### config.mk
export PLATFORM = sky130hd
export DESIGN_NAME = shared_stack_placement_policy_unit
export DESIGN_NICKNAME = d
export VERILOG_FILES = /design/src/rtl/sspp_pkg.sv /design/src/rtl/sspp_ram.sv /design/src/rtl/sspp_ctrl.sv /design/src/rtl/sspp_dp.sv /design/src/rtl/shared_stack_placement_policy_unit.sv
export SDC_FILE = /design/constraint.sdc
export NUM_CORES = 2
export LEC_CHECK = 0
export ABC_CLOCK_PERIOD_IN_PS = 9050
export BUFFER_PORTS_ARGS = -buffer_cell sky130_fd_sc_hd__buf_2
export CAP_MARGIN = 0
export CORE_MARGIN = 10
export CORE_UTILIZATION = 54
export CTS_BUF_LIST = sky130_fd_sc_hd__clkbuf_8
export DETAILED_ROUTE_END_ITERATION = 16
export PLACE_DENSITY = 0.67
export SLEW_MARGIN = 20
export SYNTH_ARGS = -nofsm -noshare
export SYNTH_HDL_FRONTEND = slang
export SYNTH_SLANG_ARGS = --single-unit
### constraint.sdc
create_clock -name clk_i -period 9.05 [get_ports clk_i]
set_input_delay 0.905 -clock clk_i [delete_from_list [all_inputs] [get_ports clk_i]]
set_output_delay 0.905 -clock clk_i [all_outputs]
set_load 0.02 [all_outputs]
### src/rtl/sspp_pkg.sv
// Shared types, codes and defaults for the shared stack placement policy unit.
package sspp_pkg;

  // Default sizing of the stack table and the saturating counters
  localparam int MaxStacksDef  = 16;
  localparam int CountWidthDef = 16;
  localparam int MinStacks     = 4;

  // Reset values of the configuration registers
  localparam logic [4:0]  INIT_STACKS_RST  = 5'd4;
  localparam logic [15:0] AGING_PERIOD_RST = 16'd100;
  localparam logic [15:0] SPAWN_THRESH_RST = 16'd20;

  // Configuration register indexes
  localparam logic [1:0] CFG_INIT_STACKS  = 2'd0;
  localparam logic [1:0] CFG_AGING_PERIOD = 2'd1;
  localparam logic [1:0] CFG_SPAWN_THRESH = 2'd2;

  // Result status codes
  localparam logic [1:0] ST_OK        = 2'd0;
  localparam logic [1:0] ST_BAD_INDEX = 2'd1;
  localparam logic [1:0] ST_SATURATED = 2'd2;

  typedef enum logic [1:0] {
    REQ_ADD    = 2'd0,
    REQ_REMOVE = 2'd1,
    REQ_PLACE  = 2'd2,
    REQ_TICK   = 2'd3
  } req_e;

  typedef struct packed {
    req_e        req_type;
    logic [3:0]  stack_index;
    logic [15:0] thread_id;
  } req_t;

  typedef struct packed {
    logic [3:0] chosen_stack;
    logic       stack_created;
    logic [4:0] stack_count;
    logic [1:0] status;
  } rsp_t;

  typedef enum logic [3:0] {
    ST_IDLE,
    ST_ADD_SCAN,
    ST_ADD_DRAIN,
    ST_ADD_WR,
    ST_ACC_RD,
    ST_ACC_WR,
    ST_TICK_CHK,
    ST_AGE_SWEEP,
    ST_AGE_DRAIN,
    ST_FINISH
  } state_e;

  // Controller to datapath commands
  typedef struct packed {
    logic load;
    logic scan_rd;
    logic acc_rd;
    logic add_wr;
    logic acc_wr;
    logic tick_upd;
    logic set_oob;
    logic finish;
  } dp_cmd_t;

  // Datapath to controller status
  typedef struct packed {
    logic ptr_zero;
    logic idx_oob;
    logic tick_wrap;
  } dp_sts_t;

endpackage

### src/rtl/sspp_ram.sv
// Generic single write port, single read port RAM with registered read data.
module sspp_ram #(
  parameter int Width = 8,
  parameter int Depth = 16
) (
  input  logic                     clk_i,
  input  logic                     we_i,
  input  logic [$clog2(Depth)-1:0] waddr_i,
  input  logic [Width-1:0]         wdata_i,
  input  logic [$clog2(Depth)-1:0] raddr_i,
  output logic [Width-1:0]         rdata_o
);

  logic [Width-1:0] mem_q [Depth];
  logic [Width-1:0] rdata_q;

  always_ff @(posedge clk_i) begin
    if (we_i) begin
      mem_q[waddr_i] <= wdata_i;
    end
    rdata_q <= mem_q[raddr_i];
  end

  assign rdata_o = rdata_q;

endmodule

### src/rtl/sspp_ctrl.sv
// Request sequencer of the shared stack placement policy unit.
module sspp_ctrl (
  input  logic              clk_i,
  input  logic              rst_ni,
  input  logic              start,
  input  sspp_pkg::req_e    req_type_i,
  input  sspp_pkg::dp_sts_t sts_i,
  output sspp_pkg::dp_cmd_t cmd_o,
  output logic              busy
);
  import sspp_pkg::*;

  state_e state_q, state_d;

  always_ff @(posedge clk_i or negedge rst_ni) begin
    if (!rst_ni) begin
      state_q <= ST_IDLE;
    end else begin
      state_q <= state_d;
    end
  end

  always_comb begin
    state_d = state_q;
    case (state_q)
      ST_IDLE: begin
        if (start) begin
          case (req_type_i)
            REQ_ADD:    state_d = ST_ADD_SCAN;
            REQ_REMOVE: state_d = ST_ACC_RD;
            REQ_PLACE:  state_d = ST_ACC_RD;
            REQ_TICK:   state_d = ST_TICK_CHK;
            default:    state_d = ST_IDLE;
          endcase
        end
      end
      ST_ADD_SCAN:  if (sts_i.ptr_zero) state_d = ST_ADD_DRAIN;
      ST_ADD_DRAIN: state_d = ST_ADD_WR;
      ST_ADD_WR:    state_d = ST_FINISH;
      ST_ACC_RD:    state_d = sts_i.idx_oob ? ST_FINISH : ST_ACC_WR;
      ST_ACC_WR:    state_d = ST_FINISH;
      ST_TICK_CHK:  state_d = sts_i.tick_wrap ? ST_AGE_SWEEP : ST_FINISH;
      ST_AGE_SWEEP: if (sts_i.ptr_zero) state_d = ST_AGE_DRAIN;
      ST_AGE_DRAIN: state_d = ST_FINISH;
      ST_FINISH:    state_d = ST_IDLE;
      default:      state_d = ST_IDLE;
    endcase
  end

  always_comb begin
    cmd_o = '0;
    case (state_q)
      ST_IDLE:      cmd_o.load     = start;
      ST_ADD_SCAN:  cmd_o.scan_rd  = 1'b1;
      ST_ADD_WR:    cmd_o.add_wr   = 1'b1;
      ST_ACC_RD: begin
        cmd_o.set_oob = sts_i.idx_oob;
        cmd_o.acc_rd  = !sts_i.idx_oob;
      end
      ST_ACC_WR:    cmd_o.acc_wr   = 1'b1;
      ST_TICK_CHK:  cmd_o.tick_upd = 1'b1;
      ST_AGE_SWEEP: cmd_o.scan_rd  = 1'b1;
      ST_FINISH:    cmd_o.finish   = 1'b1;
      default:      cmd_o          = '0;
    endcase
  end

  assign busy = (state_q != ST_IDLE);

endmodule

### src/rtl/sspp_dp.sv
// Datapath of the shared stack placement policy unit: config, stack table, scan and update.
module sspp_dp #(
  parameter int MaxStacks  = sspp_pkg::MaxStacksDef,
  parameter int CountWidth = sspp_pkg::CountWidthDef
) (
  input  logic              clk_i,
  input  logic              rst_ni,
  input  logic              cfg_we_i,
  input  logic [1:0]        cfg_addr_i,
  input  logic [15:0]       cfg_data_i,
  input  sspp_pkg::req_t    req_i,
  input  sspp_pkg::dp_cmd_t cmd_i,
  output sspp_pkg::dp_sts_t sts_o,
  output sspp_pkg::rsp_t    result_o,
  output logic              done_o
);
  import sspp_pkg::*;

  localparam int SW   = (CountWidth < 16) ? CountWidth : 16;  // counter storage width
  localparam int WW   = SW + 1;                               // weight width
  localparam int EntW = 3 * SW + 16;
  localparam int IW   = $clog2(MaxStacks);
  localparam int CNW  = $clog2(MaxStacks + 1);
  localparam int CmpW = 17;
  localparam int SumW = 8;

  // configuration
  logic [4:0]  init_q;
  logic [15:0] period_q, thresh_q;

  // request context
  req_t           req_q;
  logic [CNW-1:0] cnt_q, extra_q;
  logic [15:0]    tick_q;
  logic [IW-1:0]  ptr_q, cmp_idx_q, best_q, chosen_q;
  logic           pend_q, rd_vld_q, created_q;
  logic [WW-1:0]  min_q;
  logic [EntW-1:0] best_ent_q;
  logic [1:0]     status_q;
  logic [MaxStacks-1:0] vld_q;
  rsp_t           res_q;
  logic           done_q;

  // stack table access
  logic            ram_we;
  logic [IW-1:0]   ram_waddr, ram_raddr, idx_w, target;
  logic [EntW-1:0] ram_wdata, ram_rdata, rd_ent, age_ent, add_ent, acc_ent, base_ent;

  logic [SW-1:0]  rd_old, rd_cur, rd_res, rd_avg, base_res, add_res;
  logic [15:0]    rd_act;
  logic [SW:0]    rate_sum;
  logic [WW-1:0]  wt;
  logic [SumW-1:0] base_n, sum_n;
  logic [CNW-1:0] cnt_now;
  logic [16:0]    tick_inc;
  logic           do_cmp, do_age, spawn, add_sat;
  logic [1:0]     acc_sts;

  // stacks in use from the configured base and the opened extras
  always_comb begin
    base_n = SumW'(init_q);
    if (base_n < SumW'(MinStacks)) base_n = SumW'(MinStacks);
    if (base_n > SumW'(MaxStacks)) base_n = SumW'(MaxStacks);
    sum_n = base_n + SumW'(extra_q);
    if (sum_n > SumW'(MaxStacks)) sum_n = SumW'(MaxStacks);
    cnt_now = CNW'(sum_n);
  end

  assign rd_ent   = rd_vld_q ? ram_rdata : '0;
  assign rd_old   = rd_ent[SW-1:0];
  assign rd_cur   = rd_ent[2*SW-1:SW];
  assign rd_res   = rd_ent[3*SW-1:2*SW];
  assign rd_act   = rd_ent[EntW-1:3*SW];
  assign rate_sum = {1'b0, rd_old} + {1'b0, rd_cur};
  assign rd_avg   = rate_sum[SW:1];
  assign wt       = WW'(rd_avg) + WW'(rd_res);

  assign do_cmp = pend_q && (req_q.req_type == REQ_ADD);
  assign do_age = pend_q && (req_q.req_type == REQ_TICK);

  assign age_ent = {rd_act, rd_res, {SW{1'b0}}, rd_avg};

  // add: open a stack when the lightest one is still too heavy
  assign spawn    = (CmpW'(min_q) > CmpW'(thresh_q)) && (cnt_q < CNW'(MaxStacks));
  assign target   = spawn ? IW'(cnt_q) : best_q;
  assign base_ent = spawn ? '0 : best_ent_q;
  assign base_res = base_ent[3*SW-1:2*SW];
  assign add_sat  = (base_res == {SW{1'b1}});
  assign add_res  = add_sat ? base_res : base_res + SW'(1);
  assign add_ent  = {base_ent[EntW-1:3*SW], add_res, base_ent[2*SW-1:0]};

  // remove and place on the addressed stack
  assign idx_w = IW'(req_q.stack_index);

  always_comb begin
    acc_ent = rd_ent;
    acc_sts = ST_OK;
    if (req_q.req_type == REQ_REMOVE) begin
      if (rd_act == req_q.thread_id) acc_ent[EntW-1:3*SW] = '0;
      if (rd_res == '0) begin
        acc_sts = ST_SATURATED;
      end else begin
        acc_ent[3*SW-1:2*SW] = rd_res - SW'(1);
      end
    end else if (rd_act != req_q.thread_id) begin
      if (rd_act != '0) begin
        if (rd_cur == {SW{1'b1}}) begin
          acc_sts = ST_SATURATED;
        end else begin
          acc_ent[2*SW-1:SW] = rd_cur + SW'(1);
        end
      end
      acc_ent[EntW-1:3*SW] = req_q.thread_id;
    end
  end

  always_comb begin
    ram_we    = 1'b0;
    ram_waddr = cmp_idx_q;
    ram_wdata = age_ent;
    if (do_age) ram_we = 1'b1;
    if (cmd_i.add_wr) begin
      ram_we    = 1'b1;
      ram_waddr = target;
      ram_wdata = add_ent;
    end
    if (cmd_i.acc_wr) begin
      ram_we    = 1'b1;
      ram_waddr = idx_w;
      ram_wdata = acc_ent;
    end
  end

  assign ram_raddr = cmd_i.scan_rd ? ptr_q : idx_w;
  assign tick_inc  = {1'b0, tick_q} + 17'd1;

  assign sts_o.ptr_zero  = (ptr_q == '0);
  assign sts_o.idx_oob   = (SumW'(req_q.stack_index) >= SumW'(cnt_q));
  assign sts_o.tick_wrap = (tick_inc > {1'b0, period_q});

  sspp_ram #(
    .Width (EntW),
    .Depth (MaxStacks)
  ) u_table (
    .clk_i   (clk_i),
    .we_i    (ram_we),
    .waddr_i (ram_waddr),
    .wdata_i (ram_wdata),
    .raddr_i (ram_raddr),
    .rdata_o (ram_rdata)
  );

  // control state
  always_ff @(posedge clk_i or negedge rst_ni) begin
    if (!rst_ni) begin
      init_q   <= INIT_STACKS_RST;
      period_q <= AGING_PERIOD_RST;
      thresh_q <= SPAWN_THRESH_RST;
      extra_q  <= '0;
      tick_q   <= '0;
      vld_q    <= '0;
      rd_vld_q <= 1'b0;
      pend_q   <= 1'b0;
      done_q   <= 1'b0;
    end else begin
      if (cfg_we_i) begin
        case (cfg_addr_i)
          CFG_INIT_STACKS:  init_q   <= cfg_data_i[4:0];
          CFG_AGING_PERIOD: period_q <= cfg_data_i;
          CFG_SPAWN_THRESH: thresh_q <= cfg_data_i;
          default:          init_q   <= init_q;
        endcase
      end
      if (cmd_i.add_wr && spawn) extra_q <= extra_q + CNW'(1);
      if (cmd_i.tick_upd) tick_q <= sts_o.tick_wrap ? '0 : tick_inc[15:0];
      if (ram_we) vld_q[ram_waddr] <= 1'b1;
      rd_vld_q <= vld_q[ram_raddr];
      pend_q   <= cmd_i.scan_rd;
      done_q   <= cmd_i.finish;
    end
  end

  // payload
  always_ff @(posedge clk_i) begin
    if (cmd_i.load) begin
      req_q     <= req_i;
      cnt_q     <= cnt_now;
      ptr_q     <= IW'(cnt_now - CNW'(1));
      min_q     <= '1;
      status_q  <= ST_OK;
      chosen_q  <= '0;
      created_q <= 1'b0;
    end
    if (cmd_i.scan_rd) begin
      ptr_q     <= ptr_q - IW'(1);
      cmp_idx_q <= ptr_q;
    end
    // strict compare while scanning downward keeps the newest stack on a tie
    if (do_cmp && (wt < min_q)) begin
      min_q      <= wt;
      best_q     <= cmp_idx_q;
      best_ent_q <= rd_ent;
    end
    if (cmd_i.add_wr) begin
      chosen_q  <= target;
      created_q <= spawn;
      if (add_sat) status_q <= ST_SATURATED;
    end
    if (cmd_i.acc_wr) status_q <= acc_sts;
    if (cmd_i.set_oob) status_q <= ST_BAD_INDEX;
    if (cmd_i.finish) begin
      res_q.chosen_stack  <= 4'(chosen_q);
      res_q.stack_created <= created_q;
      res_q.stack_count   <= 5'(cnt_now);
      res_q.status        <= status_q;
    end
  end

  assign result_o = res_q;
  assign done_o   = done_q;

endmodule

### src/rtl/shared_stack_placement_policy_unit.sv
// Top level of the shared stack placement policy unit.
// One item at a time: an item is taken when start is high and busy is low, and its
// result shows on result_o for the single cycle that done_o is high; the receiver
// must take it then. Timing is set by the one-read-port stack table that add and
// aging walk entry by entry: an add, and a tick that ends an aging period, read every
// stack in use; remove and place read and write the addressed entry, and skip the
// write for an index not in use. busy drops in the cycle done_o rises.
module shared_stack_placement_policy_unit #(
  parameter int MaxStacks  = sspp_pkg::MaxStacksDef,
  parameter int CountWidth = sspp_pkg::CountWidthDef
) (
  input  logic           clk_i,
  input  logic           rst_ni,
  input  logic           start,
  output logic           busy,
  input  sspp_pkg::req_t req_i,
  output logic           done_o,
  output sspp_pkg::rsp_t result_o,
  input  logic           cfg_we_i,
  input  logic [1:0]     cfg_addr_i,
  input  logic [15:0]    cfg_data_i
);
  import sspp_pkg::*;

  dp_cmd_t cmd;
  dp_sts_t sts;

  sspp_ctrl u_ctrl (
    .clk_i      (clk_i),
    .rst_ni     (rst_ni),
    .start      (start),
    .req_type_i (req_i.req_type),
    .sts_i      (sts),
    .cmd_o      (cmd),
    .busy       (busy)
  );

  sspp_dp #(
    .MaxStacks  (MaxStacks),
    .CountWidth (CountWidth)
  ) u_dp (
    .clk_i      (clk_i),
    .rst_ni     (rst_ni),
    .cfg_we_i   (cfg_we_i),
    .cfg_addr_i (cfg_addr_i),
    .cfg_data_i (cfg_data_i),
    .req_i      (req_i),
    .cmd_i      (cmd),
    .sts_o      (sts),
    .result_o   (result_o),
    .done_o     (done_o)
  );

endmodule

Yosys cells after proc, flatten, opt, wreduce, memory -nomap -nowiden
Memory sizes are Yosys's and may differ from the RTL's. A register that Yosys moved wholly into a read port is not among the register bits. Index checks and enable logic that the tools add are counted.

Memory bits (writable): 1024. Register bits after elaboration: 220. Memories kept: 1. Output and inout bits: 14. Logic and storage cells: 158. Bits of input ports: 44.

Memory list: u_dp.u_table.mem_q (words 16, width 64, rd ports 1, clocked after Yosys merged registers in 1, write ports 1, line sspp_ram.sv:14) `logic [Width-1:0] mem_q [Depth];`.

Reductions and logical operators: 24. Equal/unequal tests: 23. Bitwise gates (word level): 1. Add/subtract/negate cells: 10. Multiplexer cells: 62. Magnitude comparators: 11.

Operator list (count): $mux W64 (4); $mux W16 (11); $mux W4 (13); $add A16 B16 Y17 (2); $gt A17 B16 Y1 (2); $mux W17 (2); $add A16 B1 Y16 const B (2); $eq A16 B16 Y1 const B (2); $pmux W4 S7 (1); $mux W2 (9); $add A16 B1 Y17 const B (1); $lt A17 B17 Y1 (1); $eq A16 B16 Y1 (1); $eq A4 B3 Y1 const B (4); $logic_not A16 Y1 (1); $mux W1 (16); $ne A16 B16 Y1 (1); $or A16 B16 Y16 (1); $reduce_bool A16 Y1 (1); $sub A16 B1 Y16 const B (1); $pmux W4 S3 (1); $lt A4 B5 Y1 const B (2); $mux W5 (2); $add A8 B5 Y8 (1); 26 further kinds (49).

Logic depth before layout (Yosys ltp)
Depth after elaboration: 10. Gate-level depth with buffers: 31. Depth with buffers taken out: 25.

Modules after synthesis
A second synthesis with hierarchy kept.

Cell total of the unflattened synthesis: 3154. Area, all modules: 54055.6 um^2.

By module, submodules not included: sspp_ram (cells an instance 1647, sequential area each 32030.7 um^2, area each 39581.7 um^2, times used 1); sspp_dp (cells an instance 1454, sequential area each 6088.3 um^2, area each 14069.7 um^2, times used 1); sspp_ctrl (cells an instance 53, sequential area each 100.1 um^2, area each 404.1 um^2, times used 1).

Worst setup path after synthesis
Ideal clock, no wire load.

Path kind: register to register. From: reg u_dp.rd_vld_q. To: reg u_dp.min_q[0] (enable). Clock period less this slack: 8.342 ns. Arrival time: 8.003 ns. Stages on the path, launching flop included: 32. Required time: 8.711 ns. Library setup time: 0.339 ns. Setup slack: 0.708 ns. Buffers on the path: 7. Path through: dfrtp_1 -> buf_2 -> buf_2 -> clkbuf_1 -> clkbuf_1 -> clkbuf_1 -> clkbuf_1 -> and2_1 -> ha_1 -> a21oi_1 -> o211ai_1 -> o21a_1 -> xnor2_1 -> and2_1 -> ha_1 -> o21ai_0 -> a21boi_0 -> o21ai_0 -> a211oi_1 -> and3_1 -> nor2_1 -> xnor2_1 -> ha_1 -> a21o_1 -> a21o_1 -> a21oi_1 -> nor2_1 -> a211oi_1 -> o31ai_1 -> a21oi_1 -> clkbuf_1 -> or2_2.

Word-level cells in the longest chain between the ends: 6.

Ends and longest elaborated chain: start: declaration (line sspp_dp.sv:36) `logic pend_q, rd_vld_q, created_q;`; start signal: assignment (line sspp_dp.sv:177) `rd_vld_q <= vld_q[ram_raddr];`; $mux W64 * (line sspp_dp.sv:69) `assign rd_ent = rd_vld_q ? ram_rdata : '0;`; $add A16 B16 Y17 (line sspp_dp.sv:74) `assign rate_sum = {1'b0, rd_old} + {1'b0, rd_cur};`; $add A16 B16 Y17 * (line sspp_dp.sv:76) `assign wt = WW'(rd_avg) + WW'(rd_res);`; named net u_dp.wt[10] (line sspp_dp.sv:52) `logic [WW-1:0] wt;`; $lt A17 B17 Y1 * (line sspp_dp.sv:199) `if (do_cmp && (wt < min_q)) begin`; $logic_and A1 B1 Y1 * (line sspp_dp.sv:199); $reduce_bool A2 Y1 (no source line) *; end signal: assignment (line sspp_dp.sv:200) `min_q <= wt;`; end: declaration (line sspp_dp.sv:37) `logic [WW-1:0] min_q;`.

Mark *: on every way through the listed nets, which the timed path passes. The rest lies on a longest branch. A chain may end at the register's enable or synchronous reset.

Final worst setup path
From: reg u_dp.rd_vld_q. To: reg u_dp.min_q[16] (data pin).

Word-level cells in the longest chain between the ends: 6.

Ends and longest elaborated chain (line): $mux W64 * (sspp_dp.sv:69); $add A16 B16 Y17 (sspp_dp.sv:74); $add A16 B16 Y17 * (sspp_dp.sv:76); named net u_dp.wt[10] (sspp_dp.sv:52); $lt A17 B17 Y1 * (sspp_dp.sv:199); $logic_and A1 B1 Y1 * (sspp_dp.sv:199); $mux W17 * (sspp_dp.sv:199).

Marks and branches as above.

==> flow_metrics.tcl <==
set metrics [dict create \
    vias 30600 \
    seqPwrFrac 0.418 \
    cts.sinks 1308 \
    p_comb_frac 0.364 \
    status "finished, final reports clean" \
    synth_edf_count 1161 \
    synth_area_um2 54400 \
    synth-seq-cells 1308 \
    nFillCells 7243 \
    htreeDepth 4 \
    fmax_mhz 157 \
    maxCapViolCount 0 \
    end_kind "flop" \
    postPlaceCellArea_um2 56400 \
    r2r_slack_ns 2.67 \
    power.leakage_uw 0.0212 \
    cp_cell_sequence "and3_1, ha_1, a21oi_1, o211ai_1, a221oi_1, nor3_2, maj3_1, a31oi_1, xnor2_1, ha_1, a21o_1, nor2_1, xnor2_1, ha_1, a21o_1, a21o_1, a21oi_1, nor2_1, a211oi_1, o31ai_1, a21oi_4, buf_6, o21ai_0" \
    clkTransAtPathRegs_ns 0.07 \
    timing.rr.start "u_dp.rd_vld_q$_DFF_PN0_" \
    grt_pass1_wl_mm 200 \
    met1_usage 0.339 \
    finalCriticalPeriod_ns 6.38 \
    p_switching_uw 7790 \
    synthCells 3253 \
    portBuffers 57 \
    fp-row-count 116 \
    cts-resized-gates 0 \
    routedWlPerCell_um 27.1 \
    nets 3564 \
    antenna_found_initial 4 \
    critPathTopFamily "compound AO/OA/AOI/OAI gates" \
    critPathRequiredTime_ns 9.62 \
    die_area_um2 114000 \
    stdcell_area_um2 60500 \
    critPathKind "flop to flop" \
    crit_path_top_delay_cell "dfrtp_4" \
    rr_worst_depth 23 \
    finalHoldViolCount 0 \
    io_pins 58 \
    fp.dieW_um 337 \
    use_met3 0.0444 \
    post_cts_buffers 0 \
    hold_start "req_i[13]" \
    cpPeakStageDelay_ns 0.74 \
    critPathArrivalTime_ns 6.95 \
    cts_tree "done" \
    die_h_um 337 \
    first_global_vias 31300 \
    register_area_um2 38200 \
    holdPathStages 1 \
    dpl.hpwl_mm 75.5 \
    min_path_type "input pin to flop" \
    syn-num-nets 3385 \
    swShare 0.358 \
    gp_congestion 0.885 \
    grt-busiest-layer "met2" \
    r2r_end "u_dp.min_q[16]$_SDFFCE_PN1P_" \
    cp-start-kind "flop" \
    avgSynthCellArea_um2 16.7 \
    initial_utilization 0.544 \
    ys.flop_type "edfxtp_1" \
    p_int_uw 14000 \
    rsz0062_at_grt "false" \
    setup-tns-final_ns 0 \
    core_um2 100000 \
    overflow 0 \
    area_delta_synth_final_pct 11.1 \
    cts_max_path_buffers 3 \
    p_per_area_nw_per_um2 360 \
    grt_use_total 0.237 \
    routed_wl_mm 133 \
    max-slew-margin-rel 0.260 \
    root_buffer "clkbuf_8" \
    drt_iter0_markers 3606 \
    setup_viol 0 \
    period_share 0.705 \
    met2_usage 0.369 \
    ant_nets 0 \
    ys_warn_count 0 \
    ys_async_sr_fraction 0.0619 \
    cts_buffers 205 \
    insertion_delay_ns 0.89 \
    p_clk_frac 0.217 \
    multiInputGateArea_um2 15400 \
    ys_seq_area_frac 0.702 \
    cp_num_buf_inv 1 \
    layout-drive-gt1-share 0.211 \
    yosys.cell_types.count 79 \
    dr.pass1.iters 6 \
    avgViaCountPerCell 6.24 \
    hold_end "u_dp.req_q[13]$_DFFE_PP_" \
    grt_max_degree 135 \
    tightest_slew_ns 1.11 \
    drcViolationCount 0 \
    max-vdd-ir-drop_v 0.000271 \
    worstPathMaxFanout 84 \
    fin_skew_ns 0.0662 \
    drv_slew 0 \
]
## layer usage
layer | share of wire | vias up
li1 | - | 13200
met1 | 0.42 | 15900
met2 | 0.48 | 1328
met3 | 0.078 | 208
met4 | 0.021 | 0
met5 | 0 | -
## logic make-up (layout without fill, tap and decap cells)
logic type / Yosys count / count (layout) / share of synthesized area
multiplexers: 313 / 313 / 0.118
XOR/XNOR: 85 / 85 / 0.0139
AO/OA/AOI/OAI: 470 / 470 / 0.0589
other: 0 / 4 / 0
buffers and inverters: 258 / 614 / 0.0194
AND/OR/NAND/NOR: 729 / 729 / 0.0665
adder cells (fa/ha/maj): 90 / 90 / 0.0209
flip-flops: 1308 / 1308 / 0.702
## power groups by stage
stage / logic (µW) / registers [µW] / clock network [µW]
finish: 7940 / 9110 / 4740
global route: 8660 / 9180 / 5120
CTS: 7940 / 9100 / 4830
detailed placement: 7910 / 9210 / 0
global placement: 7670 / 9170 / 0
floorplan: 5620 / 8940 / 0
## area by class of cell
class,count,area share
diodes,4,0.000166
clock buffers,237,0.0539
clock inverters,147,0.0114
inverters,93,0.00577
multi-input cells,1687,0.254
flip-flops and latches,1308,0.632
well taps,1298,0.0269
repair buffers,137,0.0154
## cells in the mapped netlist, types with 66 or more instances
master	instances	area [µm²]
edfxtp_1	1161	34900
nand2_1	296	1110
mux4_2	260	5860
and2_1	133	832
clkbuf_1	97	364
inv_1	93	349
nor2_1	87	327
ha_1	86	1080
a31oi_1	79	494
o21ai_0	78	390
dfrtp_1	75	1880
a211oi_1	74	556
dfxtp_1	66	1320
## through the flow
step | std cells | power (µW) | hold slack [ns] | worst slack [ns] | util
4_1_cts | 4906 | 21900 | 0.0950 | 2.14 | 0.604
5_1_grt | 4909 | 23000 | 0.127 | 2.05 | 0.605
3_5_place_dp | 4521 | 17100 | 0.421 | 2.20 | 0.564
6_report | 4911 | 21800 | 0.188 | 2.67 | 0.605
2_1_floorplan | 3253 | 14600 | 0.400 | 0.708 | -
3_3_place_gp | 4518 | 16800 | 0.406 | 2.20 | 0.564
## state kept, by name (all words and copies together), names as in the netlist, 12 cells and up
register              flops
u_dp.u_table.mem_q     1024
u_dp.period_q            16
u_dp.min_q               17
u_dp.req_q               18
u_dp.tick_q              16
u_dp.result_o            12
u_dp.u_table.rdata_o     64
u_dp.vld_q               16
u_dp.thresh_q            16
u_dp.best_ent_q          64
## placed cells by master (no fill, tap or decap), types with 23 or more instances in the layout
master and n:
a21oi_1 50, a22oi_1 38, a211oi_1 74, mux2_2 40, a21o_1 39, xnor2_1 43
mux4_2 260, edfxtp_1 1161, dfxtp_1 66, nand3_1 45, inv_1 173, nand2_1 296
clkinv_1 36, clkbuf_8 237, o21ai_0 76, a31oi_1 79, nor2_1 83, and2_1 126
buf_4 73, xor2_1 41, and3_1 26, ha_1 86, nand2b_1 23, buf_2 59
dfrtp_1 74
## repair_timing
item | 4_1_cts | 5_1_grt
hold buffers | 1 | 0
setup endpoints to repair | 0 | 0
hold endpoints to repair | 23 | 0
## how the worst max path moves through the flow
stage	start	endpoint	slack, ns	depth (start not counted)
global route	u_dp.rd_vld_q$_DFF_PN0_	u_dp.min_q[16]$_SDFFCE_PN1P_	2.05	25
floorplan	u_dp.rd_vld_q$_DFF_PN0_	u_dp.min_q[0]$_SDFFCE_PN1P_	0.71	31
detailed placement	u_dp.rd_vld_q$_DFF_PN0_	u_dp.min_q[16]$_SDFFCE_PN1P_	2.20	25
CTS	u_dp.rd_vld_q$_DFF_PN0_	u_dp.min_q[16]$_SDFFCE_PN1P_	2.14	25
global placement	u_dp.rd_vld_q$_DFF_PN0_	u_dp.min_q[16]$_SDFFCE_PN1P_	2.20	25
finish	u_dp.rd_vld_q$_DFF_PN0_	u_dp.min_q[16]$_SDFFCE_PN1P_	2.67	23
No activity file was read; power rests on OpenSTA's default activity.
